### src/hdl/fru_div_pipe.sv
// ---------------------------------------------------------------------------
// fru_div_pipe
// Restoring unsigned divider, one quotient bit per register stage.
// Requires num >> QW < den for a meaningful quotient.
// ---------------------------------------------------------------------------
`default_nettype none

module fru_div_pipe #(
  parameter int NW = 48,
  parameter int DW = 32,
  parameter int QW = 17,
  parameter int SW = 1
) (
  input  logic          clk,
  input  logic          rst,
  input  logic          en,
  input  logic          in_valid,
  input  logic [NW-1:0] num,
  input  logic [DW-1:0] den,
  input  logic [SW-1:0] side_in,
  output logic          out_valid,
  output logic [QW-1:0] quo,
  output logic [SW-1:0] side_out
);

  logic          v  [QW+1];
  logic [DW-1:0] r  [QW+1];
  logic [DW-1:0] d  [QW+1];
  logic [QW-1:0] nl [QW+1];
  logic [QW-1:0] q  [QW+1];
  logic [SW-1:0] sd [QW+1];

  always_ff @(posedge clk) begin
    if (rst) begin
      v[0] <= 1'b0;
    end else if (en) begin
      v[0] <= in_valid;
    end
  end

  always_ff @(posedge clk) begin
    if (en) begin
      r[0]  <= DW'(num[NW-1:QW]);
      d[0]  <= den;
      nl[0] <= num[QW-1:0];
      q[0]  <= '0;
      sd[0] <= side_in;
    end
  end

  for (genvar s = 0; s < QW; s++) begin : g_stage
    logic [DW:0]   t;
    logic          ge;
    logic [DW:0]   diff;

    assign t    = {r[s], nl[s][QW-1]};
    assign ge   = t >= {1'b0, d[s]};
    assign diff = t - {1'b0, d[s]};

    always_ff @(posedge clk) begin
      if (rst) begin
        v[s+1] <= 1'b0;
      end else if (en) begin
        v[s+1] <= v[s];
      end
    end

    always_ff @(posedge clk) begin
      if (en) begin
        r[s+1]  <= ge ? diff[DW-1:0] : t[DW-1:0];
        d[s+1]  <= d[s];
        nl[s+1] <= {nl[s][QW-2:0], 1'b0};
        q[s+1]  <= {q[s][QW-2:0], ge};
        sd[s+1] <= sd[s];
      end
    end
  end

  assign out_valid = v[QW];
  assign quo       = q[QW];
  assign side_out  = sd[QW];

endmodule

`default_nettype wire

### config.mk
export PLATFORM = sky130hd
export DESIGN_NAME = fru_div_pipe
export DESIGN_NICKNAME = d
export VERILOG_FILES = /design/src/hdl/fru_div_pipe.sv
export SDC_FILE = /design/constraint.sdc
export NUM_CORES = 2
export LEC_CHECK = 0
export BUFFER_PORTS_ARGS = -buffer_cell sky130_fd_sc_hd__buf_2
export CORE_UTILIZATION = 50
export CTS_CLUSTER_DIAMETER = 200
export CTS_CLUSTER_SIZE = 24
export DETAILED_ROUTE_END_ITERATION = 10
export HOLD_SLACK_MARGIN = 0.03
export PLACE_DENSITY = 0.75
export SLEW_MARGIN = 40
export SYNTH_ARGS = -nofsm -noshare
export SYNTH_HDL_FRONTEND = slang
export SYNTH_SLANG_ARGS = --single-unit
### constraint.sdc
create_clock -name clk -period 8.93 [get_ports clk]
set_input_delay 1.3395 -clock clk [delete_from_list [all_inputs] [get_ports clk]]
set_output_delay 1.3395 -clock clk [all_outputs]
set_load 0.02 [all_outputs]
==> flow_summary.yaml <==
power_and_ir_drop:
  swShare_pct: 37.8
  switchingPower_mw: 10.2
  pwr-share-comb_pct: 48.4
  vdd_drop_max_mv: 0.193
  p_int_mw: 16.8
  power_density_mw_per_mm2: 331
  clkPwrFrac_pct: 12.7
  power_leakage_nw: 33.4
  p_seq_share_pct: 38.9
worst_setup_path:
  critPathCaptureType: "flop"
  crit_path_end: "r[5][3]"
  r2r-start: "d[4][1]"
  critical_path_class: "reg -> reg"
  start_kind: "flop"
  cp.arrival_ns: 5.03
  rr_worst_depth: 13
  worstSetupStartpoint: "d[4][1]"
  r2r_end: "r[5][3]"
  worst_ep_required_time_ns: 9.38
  rrSetupSlack_ns: 4.34
  path_max_fanout: 55
placement:
  routabilityCongestion: 1.03
  io_buffers: 103
  hpwlAfterDp_um: 116000
  dp_slack_ns: 4.40
synthesis:
  ys.flop_type: "edfxtp_1"
  syn_nets: 7227
  synth-async-reset-ratio_pct: 0
  synth_compound_area_share_pct: 14.1
  synth_cells: 6582
  synth_top_family_by_area: "compound AO/OA/AOI/OAI gates"
  ys_seq_area_share_pct: 55.7
  syn_area_per_cell_um2: 11.7
  ys_ff_latch: 1429
  synth_fa_ha_area_share_pct: 9.25
  synthMuxAreaShare_pct: 2.98
  synth_cell_types: 105
  ys_warn_count: 0
  synth_xor_area_share_pct: 4.99
  synth_area_mm2: 0.0770
  yosys.area_share.simple_pct: 8.66
  synth_edf_count: 1429
timing:
  tns_ns: 0
  clock-skew-final_ns: 0.0239
  grt_setup_unrepaired: "no"
  fin_crit_sh_pct: 51.4
  slew_headroom_pct: 32.9
  setup_slack_ns: 4.34
  min_period_ns: 4.59
  final-max-slew-violation-count: 0
  hold_violations: 0
  max_clock_freq_mhz: 218
  setup_viol: 0
  worst_pin_slew_ns: 0.998
die:
  core-area_mm2: 0.152
  start_util_pct: 50.5
  die_height_um: 395
  io_pins: 104
  chipWidth_um: 395
  num_rows: 143
  dieArea_mm2: 0.156
global_route:
  grt_use_met3_pct: 2.09
  grt_pass1_vias: 49600
  grt_most_used_layer: "met2"
  grt_use_met1_pct: 18.4
  grt_max_degree: 158
  grt_pass1_wl_um: 246000
  grt_antenna_before_repair: 0
  overflow: 0
  grt_use_met2_pct: 39.1
  grtUsageTotal_pct: 19.4
drt:
  via_per_inst: 5.63
  drt-initial-drc-count: 2412
  wl_per_cell_um: 17.6
  drc_errors: 0
  ant_nets: 0
  drt_wl_total_um: 153000
  dr.pass1.iters: 7
  num_vias: 48800
clocking:
  cts_sinks: 1429
  insertion_delay_ns: 0.70
  cts_tree: "yes"
  root_buffer: "clkbuf_16"
  cts_made_buffers: 69
  hold_buffers: 0
  ctsResizeCount: 0
  ctsLongestPathBuffers: 3
  h-tree-depth: 3
  cts_setup_buffers: 0
  clk_pin_slew_ns: 0.09
final_layout:
  fillers: 12700
  drive_gt1_share_pct: 6.70
  area_growth_pct: 6.10
  nNetsFinal: 7285
  diodes: 0
min_path:
  hp-class: "reg -> reg"
  whs_path_depth: 0
outcome:
  outcome: "finished clean"
flow_run:
  max_cap_violations: 0
[layer usage]
layer | vias up | wire length (um)
met4 | 0 | 9930
met3 | 412 | 4220
met2 | 1112 | 84700
li1 | 24100 | -
met5 | - | 0
met1 | 23200 | 54200
[per-stage QoR]
step / power (mW) / utilization (%) / hold WS, ns / cell area [um2] / instances
floorplan: 20.6 / - / 0.400 / 77000 / 6582
global placement: 23.3 / 52.3 / 0.401 / 79800 / 8595
detailed placement: 23.6 / 52.4 / 0.405 / 79800 / 8597
CTS: 27.2 / 53.6 / 0.417 / 81700 / 8674
global route: 29.0 / 53.6 / 0.417 / 81700 / 8676
finish: 27.1 / 53.6 / 0.410 / 81700 / 8676
[worst min path at each step]
stage,slack (ns),startpoint,endpoint
floorplan,0.40,nl[9][9],nl[10][10]
detailed placement,0.40,nl[12][14],nl[13][15]
finish,0.41,nl[11][11],nl[12][12]
global route,0.42,q[5][3],q[6][4]
global placement,0.40,sd[8],sd[9]
CTS,0.42,q[5][3],q[6][4]
[kinds of logic (layout without fill, tap and decap cells)]
group / Yosys count / count (layout)
fa+ha+maj: 560 / 560
flops: 1429 / 1429
simple gates: 1403 / 1403
buf+inv: 841 / 905
mux: 194 / 194
xor+xnor: 439 / 439
compound gates: 1716 / 1716
[area by class of cell]
class	instances	area (um2)	area share (%)
Sequential cell	1429	42900	52.5
Multi-Input combinational cell	4312	31000	37.9
Inverter	689	2590	3.16
Tap cell	2030	2540	3.11
Clock buffer	69	1730	2.11
Timing Repair Buffer	139	910	1.11
Clock inverter	8	115	0.141
[layout by cell type, fill, tap and decap left out, drive strengths merged, types with 46 or more instances in the layout]
cell / netlist / routed
nand2b: 78 / 78
nand2: 454 / 454
clkbuf: 91 / 69
nand4: 89 / 89
a31oi: 60 / 60
xor2: 182 / 182
nor2b: 80 / 80
a21o: 296 / 296
o21ai: 448 / 448
buf: 61 / 139
nand3: 107 / 107
edfxtp: 1429 / 1429
xnor2: 257 / 257
o21bai: 61 / 61
mux2: 181 / 181
ha: 544 / 544
a21oi: 530 / 530
and3: 71 / 71
nor2: 356 / 356
o21a: 46 / 46
inv: 688 / 693
[power groups by stage]
stage | Sequential [mW] | Combinational (mW) | Clock (mW)
2_1_floorplan | 10.3 | 10.2 | 0
3_3_place_gp | 10.7 | 12.6 | 0
3_5_place_dp | 10.7 | 13.0 | 0
4_1_cts | 10.5 | 13.0 | 3.58
5_1_grt | 10.7 | 14.5 | 3.77
6_report | 10.5 | 13.1 | 3.44
[flip-flops by register name, summed over array words and instances, names as in the netlist]
signal and flops:
d 544, r 543, nl 153, q 153, sd 18, v 18
[Yosys cell counts (9+ instances only)]
cell	number	area share, %
nor2b_1	79	0.64
fa_1	16	0.42
and4_1	14	0.16
or2_2	12	0.097
o21ai_0	424	2.8
xor2_1	182	2.1
or3_1	13	0.11
a31o_2	10	0.11
mux2_2	112	1.6
nand4_1	89	0.72
nand2_1	454	2.2
buf_2	39	0.25
and2_1	37	0.30
inv_1	688	3.4
xnor2_1	257	2.9
clkbuf_1	91	0.44
nand3_1	107	0.70
o31ai_1	27	0.26
o21a_1	46	0.45
nor3_1	44	0.29
o211ai_1	23	0.22
o21ai_1	19	0.12
mux2_4	34	0.66
ha_1	544	8.8
a211oi_1	38	0.37
edfxtp_1	1429	56
and3_1	71	0.58
o31a_1	12	0.14
nor4_1	20	0.16
a41oi_1	9	0.10
a21boi_0	24	0.23
a211o_1	14	0.16
o21bai_1	61	0.59
a31oi_1	53	0.43
mux2_1	35	0.51
nand2b_1	78	0.63
buf_6	10	0.15
mux2i_1	13	0.17
nor2_1	356	1.7
a221oi_1	14	0.16
a21o_1	296	2.9
a21oi_1	526	3.4
[critical path, stage by stage, from the launching register on]
cell       delay (ns)
edfxtp_1         0.41
inv_1            0.06
ha_1             0.37
nor2b_1          0.21
o31a_1           0.17
o21ai_1          0.16
a2111oi_1        0.73
o21ai_0          0.29
nand4_1          0.21
a41oi_2          0.30
o21ai_1          0.32
a21o_1           0.17
buf_4            0.46
mux2_2           0.40
No activity file was read; power rests on OpenSTA's default activity.
