### src/hdl/fru_sqrt_pipe.sv
// ---------------------------------------------------------------------------
// fru_sqrt_pipe
// Floor square root, one root bit per register stage.
// ---------------------------------------------------------------------------
`default_nettype none

module fru_sqrt_pipe #(
  parameter int RW = 16,
  parameter int SW = 1
) (
  input  logic            clk,
  input  logic            rst,
  input  logic            en,
  input  logic            in_valid,
  input  logic [2*RW-1:0] value,
  input  logic [SW-1:0]   side_in,
  output logic            out_valid,
  output logic [RW-1:0]   root,
  output logic [SW-1:0]   side_out
);

  localparam int REM_W = RW + 2;

  logic             v  [RW+1];
  logic [REM_W-1:0] r  [RW+1];
  logic [RW-1:0]    rt [RW+1];
  logic [2*RW-1:0]  vl [RW+1];
  logic [SW-1:0]    sd [RW+1];

  always_ff @(posedge clk) begin
    if (rst) begin
      v[0] <= 1'b0;
    end else if (en) begin
      v[0] <= in_valid;
    end
  end

  always_ff @(posedge clk) begin
    if (en) begin
      r[0]  <= '0;
      rt[0] <= '0;
      vl[0] <= value;
      sd[0] <= side_in;
    end
  end

  for (genvar s = 0; s < RW; s++) begin : g_stage
    logic [REM_W+1:0] t;
    logic [REM_W+1:0] trial;
    logic             ge;
    logic [REM_W+1:0] diff;

    assign t     = {r[s], vl[s][2*RW-1:2*RW-2]};
    assign trial = (REM_W+2)'({rt[s], 2'b01});
    assign ge    = t >= trial;
    assign diff  = t - trial;

    always_ff @(posedge clk) begin
      if (rst) begin
        v[s+1] <= 1'b0;
      end else if (en) begin
        v[s+1] <= v[s];
      end
    end

    always_ff @(posedge clk) begin
      if (en) begin
        r[s+1]  <= ge ? diff[REM_W-1:0] : t[REM_W-1:0];
        rt[s+1] <= {rt[s][RW-2:0], ge};
        vl[s+1] <= {vl[s][2*RW-3:0], 2'b00};
        sd[s+1] <= sd[s];
      end
    end
  end

  assign out_valid = v[RW];
  assign root      = rt[RW];
  assign side_out  = sd[RW];

endmodule

`default_nettype wire

### config.mk
export PLATFORM = sky130hd
export DESIGN_NAME = fru_sqrt_pipe
export DESIGN_NICKNAME = d
export VERILOG_FILES = /design/src/hdl/fru_sqrt_pipe.sv
export SDC_FILE = /design/constraint.sdc
export NUM_CORES = 1
export LEC_CHECK = 0
export ABC_CLOCK_PERIOD_IN_PS = 3300
export BUFFER_PORTS_ARGS = -buffer_cell sky130_fd_sc_hd__buf_2
export CAP_MARGIN = 20
export CORE_ASPECT_RATIO = 1.5
export CORE_UTILIZATION = 45
export CTS_CLUSTER_DIAMETER = 30
export CTS_CLUSTER_SIZE = 20
export DETAILED_ROUTE_END_ITERATION = 7
export HOLD_SLACK_MARGIN = 0.03
export PLACE_DENSITY_LB_ADDON = 0.12
export SYNTH_ARGS = -nofsm -noshare
export SYNTH_HDL_FRONTEND = slang
export SYNTH_SLANG_ARGS = --single-unit
### constraint.sdc
create_clock -name clk -period 3.3 [get_ports clk]
set_input_delay 0.165 -clock clk [delete_from_list [all_inputs] [get_ports clk]]
set_output_delay 0.165 -clock clk [all_outputs]
set_load 0.02 [all_outputs]
==> key figures, run 1 <==
Global route
  • Antenna violations before repair: 0
  • GRT Util Overall: 0.1796
  • Global-route wire length before repair: approximately 99 mm
  • Global route total overflow: 0
  • Pin count of the biggest net entering global routing: 117
  • Vias in the first global route: approximately 19000

Clock network
  • CTS tree: built
  • Num CTS Buffers: between 100 and 150
  • H-tree lvl count: 3
  • Clk sink count: a little under 700
  • Max Buffers Root-to-Sink: 3
  • Clock root cell: clkbuf_16
  • CTS clk-pin slew, worst paths: ~0.06 ns
  • Clock Latency Late Sink: approximately 0.67 ns

Drt
  • DRC errors left: 0
  • DR WL/cell: 18.00 um
  • Routed wire length: between 60 and 70 mm
  • Vias per cell: 5.296
  • DRT Pass-1 Iters: 4
  • Via count: about 18000
  • Routed Antenna Nets: 0
  • First DRT Iteration DRCs: between 1000 and 1500

Final layout
  • Antenna cell count: 0
  • Register Area: roughly 0.021 mm2
  • Nets: between 2000 and 3000
  • Core Util, Final: 0.5412
  • Finished Layout Cells: around 3500
  • Layout cells sized above 1: 0.1456
  • Fillers: around 5700
  • Area grow syn2layout: 19.19%
  • Multi-input logic area: just under 0.01 mm2

Power
  • Power Total: roughly 26 mW
  • VDD IR max: 0.5654 mV
  • Leak: 14.27 nW
  • Pwr Density: 699.9 mW/mm2

STA
  • Setup ws final: around 0.3 ns
  • Final hold violation count: 0
  • Fmax: 333.9 MHz
  • Final min period: 2.995 ns
  • RSZ-0062 raised after global routing: no
  • Final setup viols: 0
  • Crit share post-route: 0.9076
  • Worst Skew: about 0.026 ns
  • Pins over their slew limit: 0
  • Setup TNS: 0 ns
  • Slew margin rel.: 0.4492
  • Actual slew at the worst max-slew pin: a little over 0.8 ns

Die
  • Initial Utilization: 0.4540
  • Die Height: 324.7 um
  • Row count: roughly 120
  • Die area: around 0.070 mm2
  • IO Count: 55
  • Die width: roughly 220 um
  • Core Region: 0.06880 mm2

Setup path
  • Critical path depth: 9
  • Depth of the worst register-to-register path: 9
  • Reg2reg start: vl[0][286]$_DFFE_PP_
  • Buf+Inv Stages, Crit Path: 2
  • Setup crit end: r[0][165]$_DFFE_PP_
  • Worst-path cell chain: inv_1 > ha_1 > nand2b_1 > a211o_1 > a21oi_1 > nor3b_1 > nor2b_1 > buf_4 > mux2_2
  • Max FO, Critical Path: 11
  • Req. time, crit path: 3.69 ns
  • Worst Path Arrival: roughly 3.4 ns
  • Crit Path Class: reg -> reg
  • Worst Setup SP: vl[0][286]$_DFFE_PP_
  • Worst R2R Setup Slack: between 0.3 and 0.4 ns
  • Crit end category: register
  • CP Launch Type: register
  • CP top delay family: simple AND/OR/NAND/NOR gates
  • Reg2reg end: r[0][165]$_DFFE_PP_
  • Slowest cell on the critical path: nor3b_1
  • Crit-path max cell delay: around 0.6 ns

Synth
  • Synth Flop Type: edfxtp_1
  • Sequential-to-total area share from yosys stat: 0.6652
  • Syn Inst Count: between 2000 and 2500
  • Mean Syn Cell Area: between 10 and 15 um2
  • Netlist area before placement: between 0.03 and 0.04 mm2
  • Post-synthesis register bit count: approximately 690
  • Yosys cell types: between 70 and 80
  • Ys Warns: 0
  • Syn Nets: roughly 2400
  • Async set-or-reset flop fraction in the synthesized netlist: 0
  • Post-synth EDFFs: 692

Min path
  • Hold Path Stages: 3
  • Worst hold start: rst
  • Worst Hold Class: in -> reg

Run
  • Maxcap violations: 0

Placement
  • Routability cong.: about 0.9
  • PortBufs: between 50 and 60
  • Setup WS pre-CTS: 0.2883 ns
  • Post-Place Cells: 3217
  • DP HPWL: roughly 45 mm

Run status
  • Outcome: finished clean
metal layers:
metal	share of wire	global-route usage	wire [um]	vias up
li1	-	-	-	8955
met1	0.32	0.1560	20240	8902
met2	0.58	0.3635	36530	334
met3	0.031	0.02949	1921	181
met4	0.060	0.1168	3760	0
met5	0	0	0	-
through the flow:
step                      cell area [um2]  hold WS, ns
after floorplan                     31240       0.2639
after global placement              32930       0.3433
after detailed placement            32930       0.3433
after CTS                           37230      0.05785
after global routing                37230       0.1297
final                               37230      0.08729
cell usage after synthesis, drive strengths merged, types with 5 or more instances:
master   number  area, um2
nor3         64      330.3
buf           6      26.27
nand3b        9      67.56
a21oi       115      575.6
nor3b         6      45.04
inv         186      698.2
a31oi         5      31.28
ha          153       1914
a31o          6      52.55
and3          6      37.54
o211ai       18      135.1
a21boi       10      75.07
nand2        83      319.1
a2111oi       9      78.83
a21o         30      225.2
clkbuf       19      71.32
mux2         57      641.9
xnor2        90      788.3
o2111ai       7      61.31
or4          16      125.1
nand4        21      131.4
nand4b        6      52.55
nand2b       25      156.4
nor2        144      548.0
edfxtp      692      20780
o31ai         9      67.56
mux2i        11      110.1
nor4         37      244.0
o21a         32      240.2
nor2b        21      131.4
or3          28      183.9
nand3        38      190.2
a211oi       21      157.7
xor2         87      762.0
o21bai       10      75.07
and2         25      156.4
o21ai        91      455.4
or2           8      50.05
tightest hold or removal path: stages:
cell and delay (ns):
buf_2 0.08, nor2b_1 0.15, and2_1 0.20
layout make-up:
type,count,share of cell area
flip-flops and latches,692,0.5581
inverters,187,0.01885
well taps,900,0.03024
multi-input cells,1347,0.2595
repair buffers,126,0.02709
clock inverters,93,0.02749
clock buffers,124,0.07877
power breakdown:
group / total [mW] / switching [mW] / leakage (nW) / internal (mW)
Combinational: 2.91 / 1.63 / 5.76 / 1.28
Clock: 11.9 / 4.30 / 1.86 / 7.59
Sequential: 11.3 / 0.505 / 6.64 / 10.8
Total: 26.1 / 6.44 / 14.3 / 19.6
placed cells by master, fill, tap and decap left out, types with 9 or more instances in the layout:
cell type,synthesis,layout
o21a_1,32,32
xor2_1,87,87
inv_1,185,185
or3_1,24,24
a21oi_1,115,115
nor2b_1,21,21
buf_4,0,29
o21bai_1,10,10
a211oi_1,21,21
clkinvlp_4,0,21
o211ai_1,18,18
dlygate4sd3_1,0,35
buf_2,3,53
clkinv_4,0,11
nand2b_1,25,25
mux2_2,57,57
clkbuf_16,0,116
nand3_1,38,38
a21o_1,30,30
mux2i_1,11,11
edfxtp_1,692,692
bufinv_16,0,14
inv_6,0,10
or4_1,14,14
a21boi_0,10,10
nor3_1,62,62
o21ai_0,89,89
clkinv_1,1,19
nand3b_1,9,9
and2_1,25,25
xnor2_1,90,90
o31ai_1,9,9
nand2_1,82,82
clkinv_2,0,13
nor4_1,35,35
nor2_1,143,143
ha_1,153,153
nand4_1,21,21
registers in the layout, summed over array words and instances (netlist names):
| signal | flops |
|---|---|
| r | 250 |
| rt | 136 |
| sd | 17 |
| v | 17 |
| vl | 272 |
logic make-up after synthesis:
kind of cell,synth area share
DFF,0.6652
and+or+nand+nor,0.09188
AOI/OAI and AO/OA,0.08223
buffers and inverters,0.02559
xor gates and xnor gates,0.04963
adders and majority gates,0.06128
muxes,0.02407
other,0.0001200
worst min path at each step:
stage / to / slack (ns)
after floorplan: sd[0][0]$_DFFE_PP_ / 0.26
after global placement: vl[0][15]$_DFFE_PP_ / 0.34
after detailed placement: vl[0][20]$_DFFE_PP_ / 0.34
after CTS: v[2]$_DFFE_PP_ / 0.06
after global routing: v[8]$_DFFE_PP_ / 0.13
final: v[2]$_DFFE_PP_ / 0.09
timing repair:
item,in CTS,in global routing
setup endpoints to repair,0,3
hold endpoints to repair,71,0
hold buffers,35,0
setup buffers,0,0
gates resized for setup,0,1
No activity file was read; power rests on OpenSTA's default activity.
==> run 2, diff against run 1 <==
--- a/config.mk
+++ b/config.mk
@@ -9,6 +9,7 @@
 export BUFFER_PORTS_ARGS = -buffer_cell sky130_fd_sc_hd__buf_2
 export CAP_MARGIN = 20
 export CORE_ASPECT_RATIO = 1.5
+export CORE_MARGIN = 4
 export CORE_UTILIZATION = 45
 export CTS_CLUSTER_DIAMETER = 30
 export CTS_CLUSTER_SIZE = 20
==> run 2 against run 1 <==
Against the previous run: combinational power grew 2%; non-clock buffer count grew 2; sequential share of layout area is essentially flat; clock power is essentially flat; fmax shrank 5.0%; critical path type unchanged; core utilization shrank 0.14 points; critical endpoint is now r[0][144]$_DFFE_PP_; register-to-register slack lost 0.16 ns.
==> key figures, run 2 (same netlist as run 1, synthesis figures left out) <==
Power
  • Clock power frac: 0.453
  • Sequential Power Share: 0.433
  • Power Internal: ~20 mW
  • Pwr Density: between 600 and 700 mW/mm2
  • VDD IR max: approximately 0.55 mV
  • Net Sw Power: 6.406 mW
  • Leak: 14.30 nW
  • Logic pwr share: 0.114
  • Sw Ratio: 0.2469

Die
  • Core Region: between 0.06 and 0.07 mm2
  • Row count: ~120
  • Initial Utilization: 0.4531
  • Die width: between 200 and 250 um
  • Die area: between 0.07 and 0.08 mm2
  • Die Height: 330.7 um
  • IO Count: 55

Final layout
  • Fillers: around 5500
  • Area grow syn2layout: 19.14%
  • Layout cells sized above 1: 0.1446
  • Max FFs per register: approximately 270
  • Core Util, Final: 0.5398
  • Antenna cell count: 0
  • Biggest regs: vl x272, r x250, rt x136
  • Most common cell after layout, fill and taps aside: edfxtp_1
  • Register Area: a little over 0.02 mm2
  • Multi-input logic area: approximately 0.0097 mm2
  • Nets: around 2700
  • Most frequent cells in the layout: 692 x edfxtp_1, 185 x inv_1, 153 x ha_1
  • Largest Register: vl
  • Finished Layout Cells: between 3000 and 4000

Setup path
  • Reg2reg end: r[0][144]$_DFFE_PP_
  • Max FO, Critical Path: 10
  • CP Launch Type: register
  • Depth of the worst register-to-register path: 8
  • Req. time, crit path: 3.68 ns
  • Reg2reg start: rt[0][118]$_DFFE_PP_
  • Crit Path Class: reg -> reg
  • Worst Path Arrival: between 3 and 4 ns
  • Crit end category: register
  • Worst R2R Setup Slack: ~0.15 ns

Clock network
  • Clock Latency Late Sink: approximately 0.66 ns
  • Clock root cell: clkbuf_16
  • Post-CTS Setup Inserts: 0
  • Cts hold-fix bufs: 35
  • Num CTS Buffers: 113
  • CTS clk-pin slew, worst paths: 0.06 ns
  • Cells resized by post-CTS repair: 0
  • Max Buffers Root-to-Sink: 3
  • H-tree lvl count: 3
  • Clk sink count: 692
  • CTS tree: built

Placement
  • PortBufs: between 50 and 60
  • Post-Place Cells: 3219
  • Routability cong.: around 0.94
  • DP HPWL: 43.92 mm

Run
  • Maxcap violations: 0

Drt
  • DRT Pass-1 Iters: 5
  • Routed wire length: 61.63 mm
  • DRC errors left: 0
  • Routed Antenna Nets: 0
  • Via count: around 18000
  • DR WL/cell: ~18 um
  • Vias per cell: roughly 5.3
  • First DRT Iteration DRCs: about 860

STA
  • Crit share post-route: 0.9552
  • Actual slew at the worst max-slew pin: around 0.74 ns
  • Final setup viols: 0
  • Final hold violation count: 0
  • Pins over their slew limit: 0
  • Fmax: roughly 320 MHz
  • RSZ-0062 raised after global routing: no
  • Final min period: 3.152 ns
  • Setup TNS: 0 ns
  • Worst Skew: between 0.02 and 0.025 ns
  • Slew margin rel.: 0.5021

Min path
  • Worst Hold Class: in -> reg
  • Hold worst-path end: v[15]$_DFFE_PP_
  • Hold Path Stages: 3
  • Worst hold start: rst

Global route
  • Global route total overflow: 0
  • Global-route wire length before repair: 97.50 mm
  • Pin count of the biggest net entering global routing: 102
  • GRT Util Overall: 0.1659
  • Antenna violations before repair: 0
  • Vias in the first global route: 19558

Run status
  • Outcome: finished clean
-- run 2: cell types whose count changed in the layout (fill, tap and decap cells not counted), moves of 2 or more --
| cell | before | now |
|---|---|---|
| clkinvlp_4 | 21 | 12 |
| clkinv_8 | 1 | 5 |
| clkbuf_1 | 8 | 6 |
| buf_12 | 8 | 10 |
| inv_8 | 2 | 4 |
| clkinv_1 | 19 | 21 |
| inv_6 | 10 | 12 |
| clkinv_16 | 3 | 1 |
| clkinv_4 | 11 | 8 |
-- run 2: layout make-up --
type	instances	area share
Clock buffer	122	0.07860
Clock inverter	90	0.02626
Inverter	187	0.01886
Multi-Input combinational cell	1347	0.2595
Sequential cell	692	0.5583
Tap cell	900	0.03026
Timing Repair Buffer	128	0.02817
-- run 2: worst max-delay path by stage --
stage	depth (start not counted)	from	to
floorplan	8	r[0][201]$_DFFE_PP_	r[0][222]$_DFFE_PP_
global placement	8	rt[0][118]$_DFFE_PP_	r[0][144]$_DFFE_PP_
detailed placement	8	rt[0][118]$_DFFE_PP_	r[0][145]$_DFFE_PP_
CTS	8	rt[0][118]$_DFFE_PP_	r[0][145]$_DFFE_PP_
global route	8	rt[0][118]$_DFFE_PP_	r[0][145]$_DFFE_PP_
finish	8	rt[0][118]$_DFFE_PP_	r[0][144]$_DFFE_PP_
-- run 2: per-layer routing --
| layer | GRT usage | part of all wire | wire (um) |
|---|---|---|---|
| met5 | 0 | 0 | 0 |
| met4 | 0.1052 | 0.062 | 3827 |
| met3 | 0.02943 | 0.031 | 1905 |
| met2 | 0.3420 | 0.59 | 36380 |
| met1 | 0.1416 | 0.32 | 19520 |
-- run 2: power groups by stage --
stage / clock network (mW) / registers (mW) / logic (mW)
after floorplan: 0 / 11.2 / 2.04
after global placement: 0 / 11.4 / 2.86
after detailed placement: 0 / 11.4 / 2.92
after CTS: 12.0 / 11.2 / 2.98
after global routing: 12.5 / 11.3 / 3.29
final: 11.7 / 11.2 / 2.96
-- run 2: worst max-delay path, stage by stage, from the launching register on --
cell      delay (ns)
edfxtp_1        0.42
inv_1           0.07
ha_1            0.21
or4_4           0.45
or4_1           0.44
or3_4           0.37
nor2_4          0.25
nand2_4         0.18
xnor2_1         0.50
-- run 2: per-stage QoR --
step / hold WS, ns / instance area (um2) / power (mW) / worst slack, ns
after floorplan: 0.2639 / 31240 / 13.27 / 0.4286
after global placement: 0.3411 / 32970 / 14.25 / 0.1656
after detailed placement: 0.3431 / 32970 / 14.33 / 0.1324
after CTS: 0.05305 / 37220 / 26.26 / 0.1191
after global routing: 0.1062 / 37220 / 27.09 / 0.09091
final: 0.09591 / 37220 / 25.95 / 0.1478
==> run 3, diff against run 2 <==
--- a/config.mk
+++ b/config.mk
@@ -5,6 +5,7 @@
 export SDC_FILE = /design/constraint.sdc
 export NUM_CORES = 1
 export LEC_CHECK = 0
+export ABC_AREA = 1
 export ABC_CLOCK_PERIOD_IN_PS = 3300
 export BUFFER_PORTS_ARGS = -buffer_cell sky130_fd_sc_hd__buf_2
 export CAP_MARGIN = 20
==> run 3 against run 2 <==
Against the previous run: die area up 9.8%; core utilization down 0.94 points; area after synthesis up 10%; wire length up 29%; worst hold slack better by 0.045 ns; non-clock buffer count down 20; first-iteration DRC count up 67%; power up 1.1%; fmax up 26%; critical path type unchanged.
==> key figures, run 3 <==
Setup path
  • Crit-path max cell delay: 0.54 ns
  • CP Launch Type: register
  • Crit end category: register
  • Worst-path cell chain: inv_1 > ha_1 > nand3_1 > nand2_1 > nand2_1 > nand2_1 > nand2_2 > nand3_4 > inv_4 > a21oi_1
  • Most frequent CP cell: nand2_1
  • Req. time, crit path: ~3.7 ns
  • Slowest cell on the critical path: edfxtp_1
  • Max FO, Critical Path: 24
  • Crit Path Class: reg -> reg
  • Worst Path Arrival: roughly 2.9 ns

Run
  • Maxcap violations: 0

Final layout
  • Most frequent cells in the layout: 860 x nand2_1, 692 x edfxtp_1, 499 x inv_1
  • Antenna cell count: 0
  • Fillers: roughly 7000
  • Most common cell after layout, fill and taps aside: nand2_1
  • Area grow syn2layout: 16.28%
  • Layout cells sized above 1: 0.1111
  • Largest Register: vl
  • Nets: 3748
  • Max FFs per register: between 200 and 300
  • Biggest regs: vl x272, r x250, rt x136

Synth
  • Netlist area before placement: between 0.03 and 0.04 mm2
  • Synth Flop Type: edfxtp_1
  • Top cell type's share of synthesized area: 0.6041
  • Sequential-to-total area share from yosys stat: 0.6041
  • Mean Syn Cell Area: between 10 and 15 um2
  • Post-synthesis register bit count: slightly below 700
  • Commonest cells in the netlist: 860 x nand2_1, 692 x edfxtp_1, 499 x inv_1
  • Cell with the most instances after synthesis: nand2_1
  • Yosys cell types: 44
  • Ys Warns: 0
  • Top post-synthesis cells by area: edfxtp_1 60%, nand2_1 9.4%, ha_1 5.6%
  • Post-synth EDFFs: between 600 and 700
  • Async set-or-reset flop fraction in the synthesized netlist: 0
  • Syn Nets: approximately 3600
  • Syn Inst Count: ~3400
  • Synth area leader: edfxtp_1

Die
  • Core Region: around 0.075 mm2
  • Row count: approximately 120
  • Die area: between 0.08 and 0.09 mm2
  • Die width: around 230 um
  • Initial Utilization: 0.4561
  • IO Count: 55
  • Die Height: 346.6 um

Clock network
  • Max Buffers Root-to-Sink: 3
  • H-tree lvl count: 3
  • CTS tree: built
  • Cells resized by post-CTS repair: 0
  • Clock root cell: clkbuf_16
  • Clock Latency Late Sink: between 0.6 and 0.7 ns
  • Post-CTS Setup Inserts: 0
  • Clk sink count: just under 700
  • CTS clk-pin slew, worst paths: ~0.060 ns
  • Cts hold-fix bufs: 35
  • Num CTS Buffers: 112

STA
  • Setup TNS: 0 ns
  • Fmax: ~400 MHz
  • Actual slew at the worst max-slew pin: between 0.6 and 0.7 ns
  • Crit share post-route: 0.7609
  • Final setup viols: 0
  • Pins over their slew limit: 0
  • RSZ-0062 raised after global routing: no
  • Worst Skew: between 0.02 and 0.03 ns
  • Final hold violation count: 0
  • Slew margin rel.: 0.5426
  • Final min period: 2.511 ns

Drt
  • DR WL/cell: roughly 17 um
  • Routed Antenna Nets: 0
  • Vias per cell: 5.012
  • First DRT Iteration DRCs: 1438
  • DRT Pass-1 Iters: 5
  • DRC errors left: 0
  • Via count: 23320
  • Routed wire length: around 80 mm

Power
  • Pwr Density: approximately 660 mW/mm2
  • VDD IR max: 0.5762 mV
  • Power Total: between 20 and 30 mW
  • Leak: between 15 and 20 nW

Global route
  • Antenna violations before repair: 0
  • Vias in the first global route: ~24000
  • GRT Util Overall: 0.1964
  • Global-route wire length before repair: 125.0 mm
  • Global route total overflow: 0
  • Pin count of the biggest net entering global routing: between 80 and 90

Placement
  • DP HPWL: 59.94 mm
  • PortBufs: 54
  • Routability cong.: between 0.9 and 1

Run status
  • Outcome: finished clean

Min path
  • Worst Hold Class: in -> reg
## run 3: metal layers
metal / GRT usage / part of all wire / wire length [um] / up-vias
li1: - / - / - / 11686
met1: 0.2231 / 0.39 / 30720 / 10924
met2: 0.3616 / 0.53 / 42340 / 513
met3: 0.02821 / 0.039 / 3075 / 197
met4: 0.08796 / 0.044 / 3471 / 0
met5: 0 / 0 / 0 / -
## run 3: worst max-delay path, delay by kind of cell (launching register included)
family / cells / cell delay, ns
AO/OA/AOI/OAI: 1 / 0.12
adder cells (fa/ha/maj): 1 / 0.37
buffers and inverters: 2 / 0.40
flip-flops: 1 / 0.54
AND/OR/NAND/NOR: 6 / 0.75
## run 3: worst paths after layout
| path | startpoint | endpoint | slack (ns) | cells past startpoint |
|---|---|---|---|---|
| setup / recovery | rt[0][176]$_DFFE_PP_ | r[0][229]$_DFFE_PP_ | 0.79 | 10 |
| hold reg to reg | vl[0][108]$_DFFE_PP_ | vl[0][142]$_DFFE_PP_ | 0.41 | 0 |
| setup reg to reg | rt[0][176]$_DFFE_PP_ | r[0][229]$_DFFE_PP_ | 0.79 | 10 |
| hold / removal | rst | v[10]$_DFFE_PP_ | 0.14 | 2 |
## run 3: per-stage QoR
| step | util | instance area [um2] | worst slack (ns) | hold WS, ns | instances |
|---|---|---|---|---|---|
| 2_1_floorplan | - | 34400 | 1.371 | 0.2639 | 3366 |
| 3_3_place_gp | 0.4756 | 35860 | 0.7935 | 0.3413 | 4409 |
| 3_5_place_dp | 0.4756 | 35860 | 0.7998 | 0.3431 | 4409 |
| 4_1_cts | 0.5303 | 39990 | 0.7573 | 0.1004 | 4653 |
| 5_1_grt | 0.5303 | 39990 | 0.5956 | 0.1576 | 4653 |
| 6_report | 0.5303 | 39990 | 0.7889 | 0.1413 | 4653 |
## run 3: logic make-up (layout without fill, tap and decap cells)
kind of cell,Yosys count,after routing,share of synthesized area
other cells,1,1,0.0001090
flops,692,692,0.6041
buf+inv,543,830,0.06475
simple gates,1527,1527,0.1896
xor+xnor,109,109,0.02776
fa+ha+maj,153,153,0.05566
compound gates,341,341,0.05795
## run 3: cell type report
type / instances / area (um2) / area share
clock buffer: 121 / 2879 / 0.07199
multi-input combinational: 2131 / 11390 / 0.2848
clock inverter: 88 / 900.9 / 0.02253
tap: 1000 / 1251 / 0.03129
sequential: 692 / 20780 / 0.5196
timing repair buffer: 108 / 860.8 / 0.02152
inverter: 513 / 1933 / 0.04834
## run 3: power by group
part	leakage (nW)	switching [mW]	total [mW]	internal, mW
clock network	1.82	4.34	11.5	7.13
registers	6.65	0.525	11.2	10.7
logic	8.45	2.30	3.54	1.24
